File: src/sv/vfp_pkg.sv
// ----------------------------------------------------------------------------
// Vision frame parser package
// Shared constants, codes and the command type passed from the byte front end
// to the state back end.
// ----------------------------------------------------------------------------
package vfp_pkg;

  // Frame store size; must cover the highest frame position (24).
  localparam int FRAME_STORE_DEPTH = 32;
  localparam int STORE_AW          = $clog2(FRAME_STORE_DEPTH);
  localparam int POS_W             = 5;

  // Command queue between front and back end.
  localparam int QUEUE_DEPTH = 2;
  localparam int QUEUE_AW    = $clog2(QUEUE_DEPTH);
  localparam int QUEUE_CW    = $clog2(QUEUE_DEPTH + 1);

  // Frame bytes.
  localparam logic [7:0]       SYNC_BYTE = 8'hAA;
  localparam logic [7:0]       VER_BYTE  = 8'h05;
  localparam logic [7:0]       TYPE_BLOB = 8'h41;
  localparam logic [7:0]       TYPE_LINE = 8'h42;
  localparam logic [7:0]       MAX_LEN   = 8'd20;
  localparam logic [POS_W-1:0] HDR_LEN   = 5'd5;

  // Configuration port.
  localparam int               CFG_AW         = 3;
  localparam logic [CFG_AW-3:0] REG_IDX_LIMIT = '0;
  localparam logic [15:0]      LIMIT_RESET    = 16'd1000;

  // Mode codes.
  localparam logic [1:0] MODE_NONE = 2'd0;
  localparam logic [1:0] MODE_BLOB = 2'd1;
  localparam logic [1:0] MODE_LINE = 2'd2;

  typedef enum logic [1:0] {
    EV_NONE  = 2'd0,
    EV_BLOB  = 2'd1,
    EV_LINE  = 2'd2,
    EV_CKERR = 2'd3
  } event_t;

  typedef enum logic [2:0] {
    CMD_NONE  = 3'd0,
    CMD_BLOB  = 3'd1,
    CMD_LINE  = 3'd2,
    CMD_CKERR = 3'd3,
    CMD_TICK  = 3'd4
  } cmd_kind_t;

  typedef struct packed {
    cmd_kind_t   kind;
    logic [7:0]  tick_ms;
    logic [7:0]  status;
    logic [15:0] pos_x;
    logic [15:0] pos_y;
    logic [7:0]  period;
    logic [7:0]  marker;
    logic [15:0] angle;
    logic [15:0] deviation;
  } cmd_t;

  typedef struct packed {
    logic full;
    logic empty;
  } q_status_t;

endpackage

File: src/sv/vfp_if.sv
// ----------------------------------------------------------------------------
// Vision frame parser channels
// Input item channel and result channel, valid/ready handshake.
// ----------------------------------------------------------------------------
interface vfp_in_if;
  logic       valid;
  logic       ready;
  logic       opcode;
  logic [7:0] data_byte;
  logic [7:0] tick_ms;

  modport source (output valid, opcode, data_byte, tick_ms, input ready);
  modport sink   (input valid, opcode, data_byte, tick_ms, output ready);
endinterface

interface vfp_out_if;
  logic              valid;
  logic              ready;
  logic [1:0]        event_res;
  logic [1:0]        mode;
  logic              offline;
  logic [7:0]        found_status;
  logic signed [15:0] pos_x;
  logic signed [15:0] pos_y;
  logic [7:0]        frame_period_ms;
  logic [7:0]        marker_flag;
  logic signed [15:0] line_angle;
  logic signed [15:0] line_deviation;

  modport source (output valid, event_res, mode, offline, found_status, pos_x, pos_y,
                  frame_period_ms, marker_flag, line_angle, line_deviation,
                  input ready);
  modport sink   (input valid, event_res, mode, offline, found_status, pos_x, pos_y,
                  frame_period_ms, marker_flag, line_angle, line_deviation,
                  output ready);
endinterface

File: src/sv/vision_frame_parser_with_timeout_core.sv
// ----------------------------------------------------------------------------
// Vision frame parser with timeout
// Frames camera UART bytes, checks the additive checksum, decodes blob and
// line frames into held fields and tracks camera silence from time ticks.
// ----------------------------------------------------------------------------
//  Channel  Direction  Handshake           Contents
//  in_ch    input      valid/ready         opcode, data_byte, tick_ms
//  out_ch   output     valid/ready         event, mode, offline, held fields
//  cfg_*    input      APB write/read      offline_limit_ms at byte address 0
//
// One item per cycle is accepted while the queue has room. An input transfer
// is written into the command queue and moves on into the output register
// once that register is empty or its result is being transferred. Each byte
// is handled as it arrives thanks to a running checksum. Reset is synchronous
// and clears the parser, the frame store and all held values. A stalled output
// holds one result and fills the two-entry queue, after which in_ch.ready drops
// until a result is transferred.
// ----------------------------------------------------------------------------
module vision_frame_parser_with_timeout_core import vfp_pkg::*; (
  input  logic              clk,
  input  logic              rst_n,
  vfp_in_if.sink            in_ch,
  vfp_out_if.source         out_ch,
  input  logic              cfg_psel,
  input  logic              cfg_penable,
  input  logic              cfg_pwrite,
  input  logic [CFG_AW-1:0] cfg_paddr,
  input  logic [31:0]       cfg_pwdata,
  output logic [31:0]       cfg_prdata,
  output logic              cfg_pready
);

  logic [15:0] limit_r;
  logic        cfg_hit;
  logic        q_push;
  logic        q_pop;
  cmd_t        push_cmd;
  cmd_t        head_cmd;
  q_status_t   q_stat;

  assign cfg_pready = 1'b1;
  assign cfg_hit    = (cfg_paddr[CFG_AW-1:2] == REG_IDX_LIMIT);
  assign cfg_prdata = cfg_hit ? {16'd0, limit_r} : 32'd0;

  always_ff @(posedge clk) begin
    if (!rst_n) begin
      limit_r <= LIMIT_RESET;
    end else if (cfg_psel && cfg_penable && cfg_pwrite && cfg_hit) begin
      limit_r <= cfg_pwdata[15:0];
    end
  end

  vfp_front u_front (
    .clk    (clk),
    .rst_n  (rst_n),
    .in_ch  (in_ch),
    .q_stat (q_stat),
    .q_push (q_push),
    .q_cmd  (push_cmd)
  );

  vfp_queue u_queue (
    .clk      (clk),
    .rst_n    (rst_n),
    .push     (q_push),
    .push_cmd (push_cmd),
    .pop      (q_pop),
    .head     (head_cmd),
    .stat     (q_stat)
  );

  vfp_back u_back (
    .clk    (clk),
    .rst_n  (rst_n),
    .limit  (limit_r),
    .q_stat (q_stat),
    .q_cmd  (head_cmd),
    .q_pop  (q_pop),
    .out_ch (out_ch)
  );

  // A decoded blob frame always leaves the camera online in blob mode.
  a_blob_mode: assert property (@(posedge clk) disable iff (!rst_n)
    out_ch.valid && out_ch.event_res == EV_BLOB |-> out_ch.mode == MODE_BLOB && !out_ch.offline)
    else $error("blob event without blob mode");

  a_line_mode: assert property (@(posedge clk) disable iff (!rst_n)
    out_ch.valid && out_ch.event_res == EV_LINE |-> out_ch.mode == MODE_LINE && !out_ch.offline)
    else $error("line event without line mode");

  // Going offline clears the mode, and only a decoded frame sets it again.
  a_offline_mode: assert property (@(posedge clk) disable iff (!rst_n)
    out_ch.valid && out_ch.offline |-> out_ch.mode == MODE_NONE)
    else $error("offline with a mode set");

  a_queue_pop: assert property (@(posedge clk) disable iff (!rst_n)
    q_pop |-> !q_stat.empty)
    else $error("queue popped while empty");

endmodule

File: src/sv/vfp_front.sv
// ----------------------------------------------------------------------------
// Vision frame parser front end
// Accepts items, tracks frame position and running checksum, keeps the frame
// store and turns each item into one command for the back end.
// ----------------------------------------------------------------------------
module vfp_front import vfp_pkg::*; (
  input  logic           clk,
  input  logic           rst_n,
  vfp_in_if.sink         in_ch,
  input  q_status_t      q_stat,
  output logic           q_push,
  output cmd_t           q_cmd
);

  logic [POS_W-1:0] pos_r, pos_nxt;
  logic [POS_W-1:0] len_r, len_nxt;
  logic [7:0]       sum_r, sum_nxt;
  logic [7:0]       store_r [FRAME_STORE_DEPTH];
  logic [7:0]       view    [FRAME_STORE_DEPTH];
  logic [7:0]       b;
  logic             accept;
  cmd_kind_t        kind;

  assign b           = in_ch.data_byte;
  assign in_ch.ready = !q_stat.full;
  assign accept      = in_ch.valid && !q_stat.full;
  assign q_push      = accept;

  // The byte being received is visible to the decode in the same cycle.
  always_comb begin
    for (int i = 0; i < FRAME_STORE_DEPTH; i++) begin
      view[i] = (STORE_AW'(pos_r) == STORE_AW'(i)) ? b : store_r[i];
    end
  end

  always_comb begin
    pos_nxt = pos_r;
    len_nxt = len_r;
    sum_nxt = (pos_r == '0) ? b : sum_r + b;
    kind    = in_ch.opcode ? CMD_TICK : CMD_NONE;
    if (!in_ch.opcode) begin
      priority if (pos_r == 5'd0) begin
        pos_nxt = (b == SYNC_BYTE) ? 5'd1 : 5'd0;
      end else if (pos_r == 5'd1) begin
        pos_nxt = 5'd2;
      end else if (pos_r == 5'd2) begin
        pos_nxt = (b == VER_BYTE) ? 5'd3 : 5'd0;
      end else if (pos_r == 5'd3) begin
        pos_nxt = (b == TYPE_BLOB || b == TYPE_LINE) ? 5'd4 : 5'd0;
      end else if (pos_r == 5'd4) begin
        if (b < MAX_LEN) begin
          len_nxt = b[POS_W-1:0];
          pos_nxt = HDR_LEN;
        end else begin
          pos_nxt = 5'd0;
        end
      end else if (pos_r >= len_r + HDR_LEN) begin
        if (sum_r == b) begin
          kind = (view[3] == TYPE_BLOB) ? CMD_BLOB : CMD_LINE;
        end else begin
          kind = CMD_CKERR;
        end
        pos_nxt = 5'd0;
      end else begin
        pos_nxt = pos_r + 5'd1;
      end
    end
  end

  // Field layout differs between blob and line frames.
  always_comb begin
    q_cmd         = '0;
    q_cmd.kind    = kind;
    q_cmd.tick_ms = in_ch.tick_ms;
    if (kind == CMD_BLOB) begin
      q_cmd.marker = view[5];
      q_cmd.status = view[6];
      q_cmd.pos_x  = {view[7], view[8]};
      q_cmd.pos_y  = {view[9], view[10]};
      q_cmd.period = view[11];
    end else begin
      q_cmd.status    = view[5];
      q_cmd.angle     = {view[6], view[7]};
      q_cmd.deviation = {view[8], view[9]};
      q_cmd.marker    = view[10];
      q_cmd.pos_x     = {view[11], view[12]};
      q_cmd.pos_y     = {view[13], view[14]};
      q_cmd.period    = view[15];
    end
  end

  always_ff @(posedge clk) begin
    if (!rst_n) begin
      pos_r <= '0;
      len_r <= '0;
      sum_r <= '0;
      for (int i = 0; i < FRAME_STORE_DEPTH; i++) begin
        store_r[i] <= '0;
      end
    end else if (accept && !in_ch.opcode) begin
      pos_r <= pos_nxt;
      len_r <= len_nxt;
      sum_r <= sum_nxt;
      store_r[STORE_AW'(pos_r)] <= b;
    end
  end

endmodule

File: src/sv/vfp_queue.sv
// ----------------------------------------------------------------------------
// Vision frame parser command queue
// Short first-in first-out buffer between the front and back end.
// ----------------------------------------------------------------------------
module vfp_queue import vfp_pkg::*; (
  input  logic      clk,
  input  logic      rst_n,
  input  logic      push,
  input  cmd_t      push_cmd,
  input  logic      pop,
  output cmd_t      head,
  output q_status_t stat
);

  cmd_t                mem_r [QUEUE_DEPTH];
  logic [QUEUE_AW-1:0] wr_ptr_r;
  logic [QUEUE_AW-1:0] rd_ptr_r;
  logic [QUEUE_CW-1:0] count_r;

  assign stat.full  = (count_r == QUEUE_CW'(QUEUE_DEPTH));
  assign stat.empty = (count_r == '0);
  assign head       = mem_r[rd_ptr_r];

  function automatic logic [QUEUE_AW-1:0] ptr_inc(input logic [QUEUE_AW-1:0] p);
    return (p == QUEUE_AW'(QUEUE_DEPTH - 1)) ? '0 : p + 1'b1;
  endfunction

  always_ff @(posedge clk) begin
    if (push) begin
      mem_r[wr_ptr_r] <= push_cmd;
    end
  end

  always_ff @(posedge clk) begin
    if (!rst_n) begin
      wr_ptr_r <= '0;
      rd_ptr_r <= '0;
      count_r  <= '0;
    end else begin
      if (push) begin
        wr_ptr_r <= ptr_inc(wr_ptr_r);
      end
      if (pop) begin
        rd_ptr_r <= ptr_inc(rd_ptr_r);
      end
      if (push && !pop) begin
        count_r <= count_r + 1'b1;
      end else if (pop && !push) begin
        count_r <= count_r - 1'b1;
      end
    end
  end

endmodule

File: src/sv/vfp_back.sv
// ----------------------------------------------------------------------------
// Vision frame parser back end
// Applies commands to the held fields, mode, offline flag and silence counter
// and presents one result per command in the output register.
// ----------------------------------------------------------------------------
module vfp_back import vfp_pkg::*; (
  input  logic        clk,
  input  logic        rst_n,
  input  logic [15:0] limit,
  input  q_status_t   q_stat,
  input  cmd_t        q_cmd,
  output logic        q_pop,
  vfp_out_if.source   out_ch
);

  logic        out_valid_r;
  event_t      ev_r;
  logic [16:0] silence_r;
  logic [1:0]  mode_r;
  logic        offline_r;
  logic [7:0]  status_r;
  logic [15:0] x_r;
  logic [15:0] y_r;
  logic [7:0]  period_r;
  logic [7:0]  marker_r;
  logic [15:0] angle_r;
  logic [15:0] dev_r;

  // The held state doubles as the output register, so it only moves when
  // the previous result has been transferred.
  assign q_pop = !q_stat.empty && (!out_valid_r || out_ch.ready);

  assign out_ch.valid           = out_valid_r;
  assign out_ch.event_res       = ev_r;
  assign out_ch.mode            = mode_r;
  assign out_ch.offline         = offline_r;
  assign out_ch.found_status    = status_r;
  assign out_ch.pos_x           = x_r;
  assign out_ch.pos_y           = y_r;
  assign out_ch.frame_period_ms = period_r;
  assign out_ch.marker_flag     = marker_r;
  assign out_ch.line_angle      = angle_r;
  assign out_ch.line_deviation  = dev_r;

  always_ff @(posedge clk) begin
    if (!rst_n) begin
      out_valid_r <= 1'b0;
      ev_r        <= EV_NONE;
      silence_r   <= '0;
      mode_r      <= MODE_NONE;
      offline_r   <= 1'b0;
      status_r    <= '0;
      x_r         <= '0;
      y_r         <= '0;
      period_r    <= '0;
      marker_r    <= '0;
      angle_r     <= '0;
      dev_r       <= '0;
    end else begin
      if (q_pop) begin
        out_valid_r <= 1'b1;
        unique case (q_cmd.kind)
          CMD_BLOB, CMD_LINE: begin
            status_r  <= q_cmd.status;
            x_r       <= q_cmd.pos_x;
            y_r       <= q_cmd.pos_y;
            period_r  <= q_cmd.period;
            marker_r  <= q_cmd.marker;
            silence_r <= '0;
            offline_r <= 1'b0;
            if (q_cmd.kind == CMD_LINE) begin
              angle_r <= q_cmd.angle;
              dev_r   <= q_cmd.deviation;
              mode_r  <= MODE_LINE;
              ev_r    <= EV_LINE;
            end else begin
              mode_r  <= MODE_BLOB;
              ev_r    <= EV_BLOB;
            end
          end
          CMD_CKERR: begin
            ev_r <= EV_CKERR;
          end
          CMD_TICK: begin
            ev_r <= EV_NONE;
            // The limit is tested before the time is added.
            if (silence_r < {1'b0, limit}) begin
              silence_r <= silence_r + {9'd0, q_cmd.tick_ms};
            end else begin
              offline_r <= 1'b1;
              mode_r    <= MODE_NONE;
            end
          end
          default: begin
            ev_r <= EV_NONE;
          end
        endcase
      end else if (out_ch.ready) begin
        out_valid_r <= 1'b0;
      end
    end
  end

endmodule

File: src/flat_wrapper.sv
// flat-port wrapper written by rule: the top's interface ports become plain ports
module vision_frame_parser_with_timeout_core_flat import vfp_pkg::*;
  (clk, rst_n, cfg_psel, cfg_penable, cfg_pwrite, cfg_paddr, cfg_pwdata, cfg_prdata, cfg_pready, in_ch_valid, in_ch_opcode, in_ch_data_byte, in_ch_tick_ms, in_ch_ready, out_ch_valid, out_ch_event_res, out_ch_mode, out_ch_offline, out_ch_found_status, out_ch_pos_x, out_ch_pos_y, out_ch_frame_period_ms, out_ch_marker_flag, out_ch_line_angle, out_ch_line_deviation, out_ch_ready);
  vfp_in_if in_ch_i ();
  vfp_out_if out_ch_i ();
  input  logic clk;
  input  logic rst_n;
  input  logic cfg_psel;
  input  logic cfg_penable;
  input  logic cfg_pwrite;
  input  logic [CFG_AW-1:0] cfg_paddr;
  input  logic [31:0] cfg_pwdata;
  output logic [31:0] cfg_prdata;
  output logic cfg_pready;
  input wire logic [$bits(in_ch_i.valid)-1:0] in_ch_valid;
  input wire logic [$bits(in_ch_i.opcode)-1:0] in_ch_opcode;
  input wire logic [$bits(in_ch_i.data_byte)-1:0] in_ch_data_byte;
  input wire logic [$bits(in_ch_i.tick_ms)-1:0] in_ch_tick_ms;
  output wire logic [$bits(in_ch_i.ready)-1:0] in_ch_ready;
  output wire logic [$bits(out_ch_i.valid)-1:0] out_ch_valid;
  output wire logic [$bits(out_ch_i.event_res)-1:0] out_ch_event_res;
  output wire logic [$bits(out_ch_i.mode)-1:0] out_ch_mode;
  output wire logic [$bits(out_ch_i.offline)-1:0] out_ch_offline;
  output wire logic [$bits(out_ch_i.found_status)-1:0] out_ch_found_status;
  output wire logic [$bits(out_ch_i.pos_x)-1:0] out_ch_pos_x;
  output wire logic [$bits(out_ch_i.pos_y)-1:0] out_ch_pos_y;
  output wire logic [$bits(out_ch_i.frame_period_ms)-1:0] out_ch_frame_period_ms;
  output wire logic [$bits(out_ch_i.marker_flag)-1:0] out_ch_marker_flag;
  output wire logic [$bits(out_ch_i.line_angle)-1:0] out_ch_line_angle;
  output wire logic [$bits(out_ch_i.line_deviation)-1:0] out_ch_line_deviation;
  input wire logic [$bits(out_ch_i.ready)-1:0] out_ch_ready;
  assign in_ch_i.valid = in_ch_valid;
  assign in_ch_i.opcode = in_ch_opcode;
  assign in_ch_i.data_byte = in_ch_data_byte;
  assign in_ch_i.tick_ms = in_ch_tick_ms;
  assign in_ch_ready = in_ch_i.ready;
  assign out_ch_valid = out_ch_i.valid;
  assign out_ch_event_res = out_ch_i.event_res;
  assign out_ch_mode = out_ch_i.mode;
  assign out_ch_offline = out_ch_i.offline;
  assign out_ch_found_status = out_ch_i.found_status;
  assign out_ch_pos_x = out_ch_i.pos_x;
  assign out_ch_pos_y = out_ch_i.pos_y;
  assign out_ch_frame_period_ms = out_ch_i.frame_period_ms;
  assign out_ch_marker_flag = out_ch_i.marker_flag;
  assign out_ch_line_angle = out_ch_i.line_angle;
  assign out_ch_line_deviation = out_ch_i.line_deviation;
  assign out_ch_i.ready = out_ch_ready;
  vision_frame_parser_with_timeout_core u_core (.clk(clk), .rst_n(rst_n), .in_ch(in_ch_i), .out_ch(out_ch_i), .cfg_psel(cfg_psel), .cfg_penable(cfg_penable), .cfg_pwrite(cfg_pwrite), .cfg_paddr(cfg_paddr), .cfg_pwdata(cfg_pwdata), .cfg_prdata(cfg_prdata), .cfg_pready(cfg_pready));
endmodule
File: config.mk
export PLATFORM = sky130hd
export DESIGN_NAME = vision_frame_parser_with_timeout_core_flat
export DESIGN_NICKNAME = d
export VERILOG_FILES = /design/src/sv/vfp_pkg.sv /design/src/sv/vfp_if.sv /design/src/sv/vision_frame_parser_with_timeout_core.sv /design/src/sv/vfp_front.sv /design/src/sv/vfp_queue.sv /design/src/sv/vfp_back.sv /design/src/flat_wrapper.sv
export SDC_FILE = /design/constraint.sdc
export NUM_CORES = 1
export LEC_CHECK = 0
export BUFFER_PORTS_ARGS = -buffer_cell sky130_fd_sc_hd__buf_4
export CAP_MARGIN = 0
export CORE_MARGIN = 2
export CORE_UTILIZATION = 64
export CTS_CLUSTER_SIZE = 10
export DETAILED_ROUTE_END_ITERATION = 8
export GPL_TIMING_DRIVEN = 0
export PLACE_DENSITY = 0.88
export SYNTH_ARGS = -nofsm -noshare
export SYNTH_HDL_FRONTEND = slang
export SYNTH_HIERARCHICAL = 1
export SYNTH_SLANG_ARGS = --single-unit
File: constraint.sdc
create_clock -name clk -period 14.1 [get_ports clk]
set_clock_uncertainty 0.2 [all_clocks]
set_input_delay 0 -clock clk [delete_from_list [all_inputs] [get_ports clk]]
set_output_delay 0 -clock clk [all_outputs]
set_load 0.03 [all_outputs]
* Word-level counts from Yosys, hierarchy flattened
Memories as Yosys holds them, arrays and structs flattened. A register that Yosys moved wholly into a read port is not among the register bits. Cells that the tools add are included.
Word-level totals: bits in registers 149, bits in latches 0, bits in writable memories 454, ROM bits 0, output and inout port bits 128, logic and storage cells 157, memories 2
Memory list:
- u_core.u_front.store_r | words 32, bits a word 8, rd ports 12, clocked after Yosys merged registers in 0, wr ports 32, RTL line vfp_front.sv:18 | logic [7:0] store_r [FRAME_STORE_DEPTH];
- u_core.u_queue.mem_r | words 2, bits a word 99, rd ports 1, clocked after Yosys merged registers in 1, wr ports 1, RTL line vfp_queue.sv:15 | cmd_t mem_r [QUEUE_DEPTH];
Cells by class: add/sub/neg operators 8, $mul 0, div/mod/pow operators 0, magnitude comparators 3, equal/unequal tests 29, shifts and indexed selects 0, multiplexer cells 61, bitwise gates (word level) 6, reduce and logical (&&, ||, !) cells 29
Operators with widths (number):
- 2-to-1 mux 8 bit | 14
- 2-to-1 mux 56 bit | 1
- equality test 5 x 4 -> 1 bit, second input constant | 8
- 2-to-1 mux 5 bit | 7
- case mux 17 bit (2 select lines) | 1
- 2-to-1 mux 32 bit | 1
- 2-to-1 mux 3 bit | 10
- equality test 8 x 7 -> 1 bit, second input constant | 3
- equality test 5 x 3 -> 1 bit, second input constant | 4
- adder 17 x 8 -> 17 bit | 1
- < comparator 17 x 16 -> 1 bit | 1
- 2-to-1 mux 17 bit | 1
- 2-to-1 mux 16 bit | 1
- 2-to-1 mux 1 bit | 15
- 2-to-1 mux 2 bit | 7
- equality test 5 x 2 -> 1 bit, second input constant | 2
- AND reduction 3 bit | 3
- adder 8 bit | 1
- equality test 8 x 3 -> 1 bit, second input constant | 1
- equality test 8 bit | 1
- equality test 8 bit, second input constant | 1
- logical AND 1 bit | 8
- < comparator 8 x 5 -> 1 bit, second input constant | 1
- case mux 2 bit (2 select lines) | 2
- other kinds (23) | 41

* Logic depth before layout (Yosys ltp)
depth in word-level cells 14, gate-level depth with buffers 13, gate-level depth less buffers 11

* Modules after synthesis
Netlist, hierarchy kept.
Modules (own cells, without submodules):
- vfp_queue | times used 1, cells an instance 330, area an instance 7388.3 um^2, seq. area each 6045.8 um^2
- vfp_front | times used 1, cells an instance 721, area an instance 7009.2 um^2, seq. area each 3243.1 um^2
- vfp_back | times used 1, cells an instance 614, area an instance 4770.8 um^2, seq. area each 2222.1 um^2
- vision_frame_parser_with_timeout_core | times used 1, cells an instance 106, area an instance 937.1 um^2, seq. area each 320.3 um^2

* Worst setup path after synthesis
OpenSTA, ideal clock, no wires.
path kind flip-flop to flip-flop, start reg u_core.u_queue.count_r[0], end mem u_core/u_queue/mem_r[0][0] (netlist bit), enable pin, data arrival time 5.142 ns, data required time 13.330 ns, slack 8.188 ns, stages on the path, launching flop included 4, period minus slack after synthesis 5.912 ns, cell sequence dfxtp_1 > nor2b_1 > nor2b_1 > nor2b_1
RTL lines:
- start: declaration | RTL line vfp_queue.sv:18 | logic [QUEUE_CW-1:0] count_r;
- start signal: assignment | RTL line vfp_queue.sv:47 | count_r <= count_r + 1'b1;
- start signal: assignment | RTL line vfp_queue.sv:49 | count_r <= count_r - 1'b1;
- end: declaration | RTL line vfp_queue.sv:15

==> summary.txt <==
Result of the run: finished, final reports clean
Synth cell types: 75
Launching element of the worst setup path: u_core/u_front/pos_r[0]
Overall Power: 3580 uW
Synth top cells by count: nand2_1, edfxtp_1, a21oi_1
Die area: 32800 um2
Number of vias after detailed routing: 15.8k
Hold Violations, Final: 0
Signal arrival time at the worst endpoint: 3.74 ns
All-layer global routing usage: 0.350
Count leader, synth: nand2_1
Clock tree from TritonCTS: yes
Post-detailed-route count of antenna-violating nets: 0
Number of antenna violations at the first check in global routing: 0
Static leakage: 0.00900 uW
Worst ir drop on vdd: 0.000107 V
Critical path type: reg -> reg
Number of flip-flops and latches in the synthesized netlist: 444
Wire length of the first global-routing pass: 88.2 mm
Area Overhead vs Synth: 20.0%
Share of the yosys chip area belonging to registers: 0.588
Number of buffer and inverter stages on the critical path: 3
MaxCap Viol Count: 0
Overall die width: 181 um
Final weighted congestion in routability-driven placement: 0.969
Area post-placement: 21800 um2
Number of placement rows: 64
Area leader, netlist: edfxtp_1
Setup repair after global routing missed its margin: no
Total clock buffers created by CTS: 51
H-Tree Depth: 2
Postcts setup bufs: 0
Reg2reg end: u_core/u_queue/mem_r[1][71]
Placeable Area: 30700 um2
Biggest area contributors in the synthesized netlist: edfxtp_1, dfxtp_1, nand2_1
Cell area after layout: 24100 um2
Highest attainable clock frequency: 274 MHz
Top flip-flop cell by instance count after synthesis: edfxtp_1
Clock network latency to the later pin of the worst-skew pair: 0.57 ns
Clock tree buffer depth: 3
Half-perimeter wire length after detailed placement: 37.7 mm
Capturing instance or port of the critical path: u_core/u_queue/mem_r[1][71]
Top Family by Delay on Critical Path: simple AND/OR/NAND/NOR gates
Delay contributed by the slowest stage of the critical path: 0.46 ns
Syn Inst Count: 1771
Count of flip-flops with a built-in enable after synthesis: 294
Required time of the critical path: 14.19 ns
Asr flop ratio synth: 0
Root buffer selected by CTS: clkbuf_16
Number of antenna diodes: 0
Maximum net fanout on the critical path: 10
Number of DRC violations after detailed routing: 0
Cell area after synthesis: 20100 um2
Crit-path most repeated cell: buf_6
Share of Yosys cell area claimed by the top area cell type: 0.439
Final number of setup-violating endpoints: 0
Clock net sink count: 444
Synth warn: 6
Share of final-layout standard cells stronger than drive strength 1: 0.185
Reg-to-reg slack, setup: 10.45 ns
Via/cell ratio: 6.34
WL/cell: 23.3 um
Kind of start point of the critical path: flip-flop
Minimum clock period: 3.65 ns
Largest net degree at the start of global routing: 60
Initial DRT Pass Iterations: 6
Die Ht: 181 um
Slew headroom: 0.220
Ports placed on the boundary: 187
CP cell instances: ha_1 -> or4b_1 -> buf_2 -> nor3b_2 -> a31oi_2 -> and4bb_4 -> buf_6 -> buf_6 -> nand2_1 -> o221a_1
Clock edge transition at the registers on the reported setup and hold paths: 0.06 ns
Register-to-Register Path Depth: 10
Syn avg cell area: 11.4 um2
Number of global-route vias before repair: 15.8k
Final #Nets: 2169
Total gr overflow: 0
Starting density of the core: 0.654
Worst-margin pin slew: 1.16 ns
R2R Path Start: u_core/u_front/pos_r[0]
Number of I/O port buffers: 143
Worst min path class: in -> reg
Power per unit of standard cell area: 149 nW/um2
Number of DRC markers in iteration 0: 2292
Routed wire length: 58.2 mm
Max Transition Viols Final: 0
Aggregate negative setup slack: 0 ns
Post-route core utilization: 0.784
Period utilization: 0.259
CP Capture Type: flip-flop
Critical-path top delay cell: or4b_1
Logic depth of the worst path, buffers included: 10
[metrics by stage]
step / hold WS [ns] / cells / worst slack, ns
detailed placement: -0.0119 / 2329 / 10.52
CTS: 0.00659 / 2499 / 10.53
global placement: -0.0149 / 2325 / 5.67
global route: 0.0269 / 2500 / 10.37
floorplan: -0.0825 / 1786 / 8.19
finish: 0.0411 / 2500 / 10.45
[power by group]
part           switching (uW)  internal (uW)
sequential               64.9           1540
combinational             482            302
clock                     502            694
[kinds of logic (layout without fill, tap and decap cells)]
group,Yosys count,in the layout,synth area share
fa+ha+maj,44,44,0.0281
other cells,2,17,0.000374
flops,444,444,0.588
simple gates,663,663,0.155
mux,127,127,0.0756
compound gates,308,308,0.102
xor+xnor,20,20,0.00871
buf+inv,163,481,0.0416
[flip-flops by register name, summed over array words and instances (netlist names), named ones only]
signal                                flops
u_core/u_queue/mem_r                    198
u_core/u_front/store_r                   96
u_core/u_back/silence_r                  17
u_core/limit_r                           16
u_core/u_back/out_ch.line_angle          16
u_core/u_back/out_ch.line_deviation      16
u_core/u_back/out_ch.pos_x               16
u_core/u_back/out_ch.pos_y               16
u_core/u_back/out_ch.found_status         8
u_core/u_back/out_ch.frame_period_ms      8
u_core/u_back/out_ch.marker_flag          8
u_core/u_front/sum_r                      8
u_core/u_front/len_r                      5
u_core/u_front/pos_r                      5
u_core/u_back/out_ch.event_res            2
u_core/u_back/out_ch.mode                 2
u_core/u_queue/count_r                    2
u_core/u_back/out_ch.offline              1
u_core/u_back/out_ch.valid                1
u_core/u_queue/rd_ptr_r                   1
u_core/u_queue/wr_ptr_r                   1
[worst min path at each step]
stage | startpoint | endpoint | slack (ns) | cells after the start
after floorplan | rst_n | u_core/u_queue/wr_ptr_r | -0.08 | 1
after global placement | in_ch_tick_ms[5] | u_core/u_queue/mem_r[0][93] | -0.01 | 1
after detailed placement | in_ch_tick_ms[2] | u_core/u_queue/mem_r[1][90] | -0.01 | 1
after CTS | in_ch_data_byte[1] | u_core/u_queue/mem_r[1][96] | 0.007 | 4
after global routing | in_ch_data_byte[1] | u_core/u_queue/mem_r[1][96] | 0.03 | 4
final | in_ch_data_byte[1] | u_core/u_queue/mem_r[1][96] | 0.04 | 4
[layout by cell type, fill, tap and decap left out, types with 9 or more instances in the layout]
| cell | count |
|---|---|
| a21oi_1 | 158 |
| a31oi_1 | 9 |
| and2_1 | 21 |
| and3_1 | 14 |
| buf_2 | 16 |
| buf_4 | 171 |
| buf_6 | 9 |
| clkbuf_1 | 95 |
| clkbuf_16 | 51 |
| conb_1 | 17 |
| dfxtp_1 | 150 |
| dlygate4sd3_1 | 79 |
| edfxtp_1 | 294 |
| ha_1 | 42 |
| inv_1 | 40 |
| mux2_2 | 89 |
| mux2_4 | 10 |
| mux2i_1 | 21 |
| nand2_1 | 323 |
| nand2b_1 | 13 |
| nand3_1 | 25 |
| nor2_1 | 109 |
| nor2b_1 | 39 |
| o21ai_0 | 35 |
| o221a_1 | 49 |
| or3_1 | 64 |
| xnor2_1 | 10 |
| xor2_1 | 10 |
[tightest hold or removal path: cells and delay by family]
family | cells | cell delay (ns)
buf+inv | 1 | 0.10
compound gates | 2 | 0.46
simple gates | 1 | 0.05
[metal layers]
layer / track usage / share of wire / routed length [um]
met1: 0.424 / 0.35 / 20400
met4: 0.210 / 0.063 / 3680
met3: 0.0587 / 0.10 / 6070
met5: 0 / 0 / 0
met2: 0.590 / 0.48 / 28100
[final cells by class]
cell class | count | area (um2)
Sequential cell | 444 | 11800
Clock buffer | 85 | 1400
Multi-Input combinational cell | 1179 | 7500
Buffer | 123 | 687
Timing Repair Buffer | 227 | 1960
Tap cell | 396 | 495
Inverter | 40 | 150
Clock inverter | 6 | 90.1
Fill cell | 1686 | 6630
[repair_timing]
action                    CTS  global route
hold buffers               79             0
gates resized for setup     0             0
hold endpoints to repair   67             0
Note: power is estimated with default switching activity, not from simulation.
